**src/sv/bot_pkg.sv**
```systemverilog
// Shared widths, types and constants for the box overlap test pipeline.
package bot_pkg;

   // Coordinate width of every box edge
   localparam int COORD_BITS  = 16;
   // Edge difference or edge sum, one bit wider than a coordinate
   localparam int DIFF_BITS   = COORD_BITS + 1;
   // Clamped overlap extent, never negative, at most 2^COORD_BITS - 1
   localparam int SPAN_BITS   = COORD_BITS;
   // Signed box area
   localparam int AREA_BITS   = 2 * DIFF_BITS;
   // Sum of both areas
   localparam int ASUM_BITS   = AREA_BITS + 1;
   // Union, area sum minus intersection
   localparam int UNI_BITS    = ASUM_BITS + 1;
   // Intersection area, unsigned
   localparam int INTER_BITS  = 2 * SPAN_BITS;

   // Threshold in Q1.16
   localparam int THRESH_BITS = 17;
   localparam int Q16_SHIFT   = 16;
   localparam logic [THRESH_BITS-1:0] THRESH_RESET = 17'd32768;

   // Width of the final cross-multiplied compare
   localparam int CMP_BITS    = (UNI_BITS - 1) + THRESH_BITS;

   // Stream payload widths
   localparam int REQ_DATA_BITS = ((8 * COORD_BITS + 7) / 8) * 8;
   localparam int RSP_DATA_BITS = 8;

   typedef logic signed [COORD_BITS-1:0] coord_type;
   typedef logic signed [DIFF_BITS-1:0]  diff_type;
   typedef logic signed [AREA_BITS-1:0]  area_type;

   typedef struct packed {
      coord_type left;
      coord_type top;
      coord_type right;
      coord_type bottom;
   } box_type;

   // Geometry results handed to the area stages
   typedef struct packed {
      logic                  center_hit;
      logic [SPAN_BITS-1:0]  iw;
      logic [SPAN_BITS-1:0]  ih;
      area_type              area_a;
      area_type              area_b;
   } geom_type;

   // Intersection and union handed to the ratio stages
   typedef struct packed {
      logic                  center_hit;
      logic                  inter_pos;
      logic                  uni_pos;
      logic [INTER_BITS-1:0] inter;
      logic [UNI_BITS-1:0]   uni;
   } isect_type;

endpackage

```
**src/sv/bot_geom.sv**
```systemverilog
// Stages one and two: centers, edge min/max, extents, containment and box areas.
module bot_geom (
   input  logic               clock,
   input  logic               reset,
   input  logic               in_valid,
   output logic               in_ready,
   input  bot_pkg::box_type   in_a,
   input  bot_pkg::box_type   in_b,
   output logic               out_valid,
   input  logic               out_ready,
   output bot_pkg::geom_type  out_geom
);

   typedef struct packed {
      bot_pkg::box_type    a;
      bot_pkg::box_type    b;
      bot_pkg::coord_type  acx;
      bot_pkg::coord_type  acy;
      bot_pkg::coord_type  bcx;
      bot_pkg::coord_type  bcy;
      bot_pkg::coord_type  l;
      bot_pkg::coord_type  t;
      bot_pkg::coord_type  r;
      bot_pkg::coord_type  btm;
      bot_pkg::diff_type   aw;
      bot_pkg::diff_type   ah;
      bot_pkg::diff_type   bw;
      bot_pkg::diff_type   bh;
   } edge_type;

   logic                v1_ff, v1_in;
   edge_type            s1_ff, s1_in;
   logic                v2_ff, v2_in;
   bot_pkg::geom_type   s2_ff, s2_in;
   logic                adv1, adv2;

   bot_pkg::diff_type   sum_acx, sum_acy, sum_bcx, sum_bcy;
   bot_pkg::diff_type   dx, dy;
   logic                a_has_b, b_has_a;

   // Stall handling: a stage loads when empty or when its successor moves
   assign adv2     = !v2_ff || out_ready;
   assign adv1     = !v1_ff || adv2;
   assign in_ready = adv1;

   // Stage one: floored centers, overlap edges, box extents
   always_comb begin
      sum_acx = bot_pkg::DIFF_BITS'(in_a.left) + bot_pkg::DIFF_BITS'(in_a.right);
      sum_acy = bot_pkg::DIFF_BITS'(in_a.top)  + bot_pkg::DIFF_BITS'(in_a.bottom);
      sum_bcx = bot_pkg::DIFF_BITS'(in_b.left) + bot_pkg::DIFF_BITS'(in_b.right);
      sum_bcy = bot_pkg::DIFF_BITS'(in_b.top)  + bot_pkg::DIFF_BITS'(in_b.bottom);
      s1_in.a   = in_a;
      s1_in.b   = in_b;
      // dropping the low bit of a two's complement sum floors the half
      s1_in.acx = sum_acx[bot_pkg::DIFF_BITS-1:1];
      s1_in.acy = sum_acy[bot_pkg::DIFF_BITS-1:1];
      s1_in.bcx = sum_bcx[bot_pkg::DIFF_BITS-1:1];
      s1_in.bcy = sum_bcy[bot_pkg::DIFF_BITS-1:1];
      s1_in.l   = (in_a.left   > in_b.left)   ? in_a.left   : in_b.left;
      s1_in.t   = (in_a.top    > in_b.top)    ? in_a.top    : in_b.top;
      s1_in.r   = (in_a.right  < in_b.right)  ? in_a.right  : in_b.right;
      s1_in.btm = (in_a.bottom < in_b.bottom) ? in_a.bottom : in_b.bottom;
      s1_in.aw  = bot_pkg::DIFF_BITS'(in_a.right)  - bot_pkg::DIFF_BITS'(in_a.left);
      s1_in.ah  = bot_pkg::DIFF_BITS'(in_a.bottom) - bot_pkg::DIFF_BITS'(in_a.top);
      s1_in.bw  = bot_pkg::DIFF_BITS'(in_b.right)  - bot_pkg::DIFF_BITS'(in_b.left);
      s1_in.bh  = bot_pkg::DIFF_BITS'(in_b.bottom) - bot_pkg::DIFF_BITS'(in_b.top);
      v1_in     = in_valid;
   end

   // Stage two: containment with edges included, clamped extents, areas
   always_comb begin
      a_has_b = (s1_ff.a.left <= s1_ff.bcx) && (s1_ff.bcx <= s1_ff.a.right) &&
                (s1_ff.a.top  <= s1_ff.bcy) && (s1_ff.bcy <= s1_ff.a.bottom);
      b_has_a = (s1_ff.b.left <= s1_ff.acx) && (s1_ff.acx <= s1_ff.b.right) &&
                (s1_ff.b.top  <= s1_ff.acy) && (s1_ff.acy <= s1_ff.b.bottom);
      dx = bot_pkg::DIFF_BITS'(s1_ff.r)   - bot_pkg::DIFF_BITS'(s1_ff.l);
      dy = bot_pkg::DIFF_BITS'(s1_ff.btm) - bot_pkg::DIFF_BITS'(s1_ff.t);
      s2_in.center_hit = a_has_b || b_has_a;
      s2_in.iw = (dx > 0) ? dx[bot_pkg::SPAN_BITS-1:0] : '0;
      s2_in.ih = (dy > 0) ? dy[bot_pkg::SPAN_BITS-1:0] : '0;
      s2_in.area_a = bot_pkg::AREA_BITS'(s1_ff.aw) * bot_pkg::AREA_BITS'(s1_ff.ah);
      s2_in.area_b = bot_pkg::AREA_BITS'(s1_ff.bw) * bot_pkg::AREA_BITS'(s1_ff.bh);
      v2_in = v1_ff;
   end

   // Valid bits
   always_ff @(posedge clock) begin
      if (reset) begin
         v1_ff <= 1'b0;
         v2_ff <= 1'b0;
      end else begin
         if (adv1) v1_ff <= v1_in;
         if (adv2) v2_ff <= v2_in;
      end
   end

   // Payload
   always_ff @(posedge clock) begin
      if (adv1) s1_ff <= s1_in;
      if (adv2) s2_ff <= s2_in;
   end

   assign out_valid = v2_ff;
   assign out_geom  = s2_ff;

endmodule

```
**config.mk**
```make
export PLATFORM = sky130hd
export DESIGN_NAME = bot_geom
export DESIGN_NICKNAME = d
export VERILOG_FILES = /design/src/sv/bot_pkg.sv /design/src/sv/bot_geom.sv
export SDC_FILE = /design/constraint.sdc
export NUM_CORES = 2
export LEC_CHECK = 0
export ABC_AREA = 1
export BUFFER_PORTS_ARGS = -buffer_cell sky130_fd_sc_hd__buf_2
export CORE_MARGIN = 2
export CORE_UTILIZATION = 58
export DETAILED_ROUTE_END_ITERATION = 7
export PLACE_DENSITY = 0.8
export SYNTH_ARGS = -nofsm -noshare
export SYNTH_HDL_FRONTEND = slang
export SYNTH_SLANG_ARGS = --single-unit
```
**constraint.sdc**
```tcl
create_clock -name clock -period 15.45 [get_ports clock]
set_clock_uncertainty 0.2 [all_clocks]
set_input_delay 3.8625 -clock clock [delete_from_list [all_inputs] [get_ports clock]]
set_output_delay 3.8625 -clock clock [all_outputs]
set_load 0.05 [all_outputs]
```
# After elaboration in Yosys (flattened, before gate mapping)
# Cells that the tools add are included.
# classes
addsub	10
mul	2
n_div	0
order_cmp	14
n_eq_ne	0
n_shift	0
muxes	4
bitwise	0
reduce_logical	11
# op_table
cell	count
$le 16x16->1	8
$sub 16x16->17	6
$add 16x16->17	4
$mul 17x17->34	2
$mux 16	4
$gt 17x1->1 const B	2
$gt 16x16->1	2
$lt 16x16->1	2
$logic_and 1x1->1	6
$logic_or 1x1->1	3
$logic_not 1->1	2
# totals
ff_bits	427
latch_bits	0
ram_bits	0
mem_bits_ro	0
in_bits	132
out_inout_bits	103
word_cells	68
n_memories	0

# Depth between registers and ports, before layout
# depth
depth_word	5
ltp_mapped	27

# Least setup slack after synthesis
# Ideal clock, no wire load.
# synth_timing
path_kind	in2out
start	input out_ready
end	output in_ready
arrival_time_ps	11592
slack_ps	-205
path_stages	2
n_path_buf	0
cell_sequence	inv_1 -> nand3_1
# synth_via
elab_chain_cells	2
# synth_rtl
item	line	rtl
start, declared	bot_geom.sv:10	input logic out_ready,
$logic_or 1x1->1	bot_geom.sv:42	assign adv2 = !v2_ff || out_ready;
$logic_or 1x1->1	bot_geom.sv:43	assign adv1 = !v1_ff || adv2;
end, declared	bot_geom.sv:6	output logic in_ready,
# No other way between the ends.

# Worst setup path after layout
# Same ends and word-level chain as after synthesis.

==> impl_metrics.json <==
{
  "run_status": "complete, no violations",
  "min_path_cells": 2,
  "slowest_delay_ns": 0.51,
  "via_count": 38500,
  "post_cts_resize_count": 0,
  "ys_dominant_reg_cell": "sky130_fd_sc_hd__edfxtp_1",
  "cts_root_buf": "sky130_fd_sc_hd__clkbuf_16",
  "finalCritPeriodShare_pct": 59.0,
  "min_delay_worst_endpoint": "out_valid",
  "fmax_mhz": 110,
  "netlist_top_cells_area": "sky130_fd_sc_hd__edfxtp_1 (25%), sky130_fd_sc_hd__fa_1 (24%), sky130_fd_sc_hd__ha_1 (13%)",
  "yosys_top_cell_area_share_pct": 25.5,
  "synthToLayoutAreaGrowth_pct": 7.36,
  "ant_nets": 0,
  "cts_buffer_count": 51,
  "grt.total_usage_pct": 29.2,
  "layout.filler_cells": 7144,
  "grt_first_pass_wirelength_um": 204000,
  "critPathKind": "input port to output port",
  "core_area_mm2": 0.0854,
  "hold_buffers": 0,
  "io_pins": 235,
  "max-slew-margin-rel_pct": 32.5,
  "vias_per_cell": 5.36,
  "placement_rows": 107,
  "clkSinkCount": 427,
  "h-tree-depth": 2,
  "placedCellCount": 7088,
  "rsz0062_at_grt": "false",
  "synth_area_mm2": 0.0501,
  "mostFrequentLayoutCell": "sky130_fd_sc_hd__inv_1",
  "setup_violations": 0,
  "synth.yosys.seq_area_share_pct": 25.6,
  "final_net_count": 7251,
  "crit_path_start": "out_ready",
  "placement.io_buffers": 234,
  "r2r_cells": 19,
  "floorplan.die_area_mm2": 0.0887,
  "drive_above_1_share_pct": 5.68,
  "cap_violations": 0,
  "clock_tree_from_tritoncts": "built",
  "crit_arrival_ns": 5.06,
  "synth_async_sr_flop_share_pct": 0,
  "synth_cell_type_count": 51,
  "initialDrtViolationCount": 3375,
  "synth_top_cell_by_area": "sky130_fd_sc_hd__edfxtp_1",
  "timing.hold.worst.start": "v1_ff",
  "r2r_setup_slack_ns": 8.59,
  "yosys_warnings": 0,
  "multi_input_area_mm2": 0.0308,
  "timing.hold.ws_ns": 0.278,
  "worst_hold_path_type": "flip-flop to flip-flop",
  "drt_drc_violations_left": 0,
  "overall_routed_net_length_um": 129000,
  "crit_path_frequent_cell": "sky130_fd_sc_hd__buf_2",
  "router_iterations_before_antenna_repair": 6,
  "max_slew.worst_pin.slew_ns": 1.01,
  "clock_latency_ns": 0.64,
  "total_negative_slack_for_setup_checks_ns": 0,
  "postLayoutCellArea_mm2": 0.0537,
  "grt.overflow.total": 0,
  "crit_path_end_kind": "output port",
  "wl_per_cell_um": 17.9,
  "top_library_cells_by_usage_in_the_layout_fill_and_taps_aside": "sky130_fd_sc_hd__inv_1 (1541), sky130_fd_sc_hd__nand2_1 (1330), sky130_fd_sc_hd__fa_1 (602)",
  "postCtsSetupRepairBufs": 0,
  "area.sequential_mm2": 0.0128,
  "dieWidth_um": 298,
  "synth_area_per_cell_um2": 8.52,
  "gp_routability_congestion": 0.953,
  "synth_edf_count": 425,
  "cp_max_delay_cell": "sky130_fd_sc_hd__nand3_4",
  "critical_path.max_fanout": 44,
  "synth_nets": 7129,
  "initial_utilization_pct": 58.6,
  "worstPathRequired_ns": 11.39,
  "netlist_instances": 5875,
  "layout_min_cycle_time_ns": 9.12,
  "post_detailed_placement_half_perimeter_wirelength_um": 104000,
  "clk_transition_reported_paths_ns": 0.06,
  "first_global_vias": 38900,
  "worst_r2r_startpoint": "s1_ff[36]",
  "grt_antenna_before_repair": 11,
  "finish.cell_count_without_fillers": 7185,
  "drv_slew": 0,
  "die_height_um": 298,
  "grt_start_max_net_pins": 79,
  "clock_path_buffers": 3,
  "postSynthRegisterBits": 427,
  "critical_path.cell_chain": "buf_2 > inv_1 > nand3_4 > buf_2",
  "finalHoldViolCount": 0,
  "type_of_element_launching_the_critical_path": "input port",
  "timing.rr.end": "out_geom[67]",
  "placedInstanceArea_mm2": 0.0521
}
cell families after synthesis:
logic type	after synthesis	synth area share [%]
adder cells (fa/ha/maj)	1122	37.1
XOR/XNOR	190	3.32
buffers and inverters	1717	12.9
AO/OA/AOI/OAI	509	5.67
AND/OR/NAND/NOR	1910	15.4
flip-flops	427	25.6
sequential cells by signal (all words and copies together), names as in the netlist:
signal,cells
out_valid,1
out_geom,101
s1_ff,324
v1_ff,1
critical path, delay by kind of cell:
family,cells,cell delay (ns)
simple gates,1,0.51
buf+inv,3,0.68
through the flow:
stage	util, %	worst slack, ns
2_1_floorplan	-	3.09
3_3_place_gp	60.9	6.30
3_5_place_dp	60.9	6.29
4_1_cts	62.9	6.28
5_1_grt	62.9	6.20
6_report	62.9	6.33
synthesized netlist by cell type (2+ instances only):
library cell / instances
sky130_fd_sc_hd__a211oi_1: 4
sky130_fd_sc_hd__a21boi_0: 9
sky130_fd_sc_hd__a21o_1: 15
sky130_fd_sc_hd__a21oi_1: 287
sky130_fd_sc_hd__a22o_1: 3
sky130_fd_sc_hd__a31oi_1: 16
sky130_fd_sc_hd__and2_1: 9
sky130_fd_sc_hd__buf_1: 4
sky130_fd_sc_hd__buf_2: 14
sky130_fd_sc_hd__buf_6: 2
sky130_fd_sc_hd__clkbuf_1: 153
sky130_fd_sc_hd__dfxtp_1: 2
sky130_fd_sc_hd__edfxtp_1: 425
sky130_fd_sc_hd__fa_1: 602
sky130_fd_sc_hd__ha_1: 520
sky130_fd_sc_hd__inv_1: 1541
sky130_fd_sc_hd__nand2_1: 1331
sky130_fd_sc_hd__nand2_2: 5
sky130_fd_sc_hd__nand3_1: 200
sky130_fd_sc_hd__nand3b_1: 13
sky130_fd_sc_hd__nand4_1: 33
sky130_fd_sc_hd__nor2_1: 247
sky130_fd_sc_hd__nor3_1: 45
sky130_fd_sc_hd__nor4_1: 14
sky130_fd_sc_hd__o2111ai_1: 4
sky130_fd_sc_hd__o211ai_1: 4
sky130_fd_sc_hd__o21a_1: 15
sky130_fd_sc_hd__o21ai_0: 102
sky130_fd_sc_hd__o21ai_1: 7
sky130_fd_sc_hd__o21ai_2: 3
sky130_fd_sc_hd__o21bai_1: 21
sky130_fd_sc_hd__o31ai_1: 11
sky130_fd_sc_hd__or2_2: 8
sky130_fd_sc_hd__xnor2_1: 40
sky130_fd_sc_hd__xor2_1: 150
worst max-delay path by stage:
stage | to | slack [ns] | cells after the start
after floorplan | in_ready | 3.09 | 2
after global placement | in_ready | 6.30 | 4
after detailed placement | in_ready | 6.29 | 4
after CTS | in_ready | 6.28 | 4
after global routing | in_ready | 6.20 | 4
final | in_ready | 6.33 | 4
routing by layer:
layer  wire length, um  track usage (%)  up-vias  share of wire, %
met1             54000             40.0    18400                42
met2             59000             47.4     1698                46
li1                  -                -    18100                 -
met4              4340             9.30       16               3.4
met5                92                0        -             0.071
met3             11400             5.28      302               8.9
area by class of cell:
cell class,count,share of cell area (%)
Antenna cell,3,0.0140
Clock buffer,68,2.62
Clock inverter,26,0.496
Inverter,1543,10.8
Multi-Input combinational cell,3731,57.3
Sequential cell,427,23.8
Tap cell,1144,2.66
Timing Repair Buffer,243,2.30
Power is left out: the tool's default activity adds up to more than one toggle a clock period on the data nets, which glitch-free logic cannot reach.
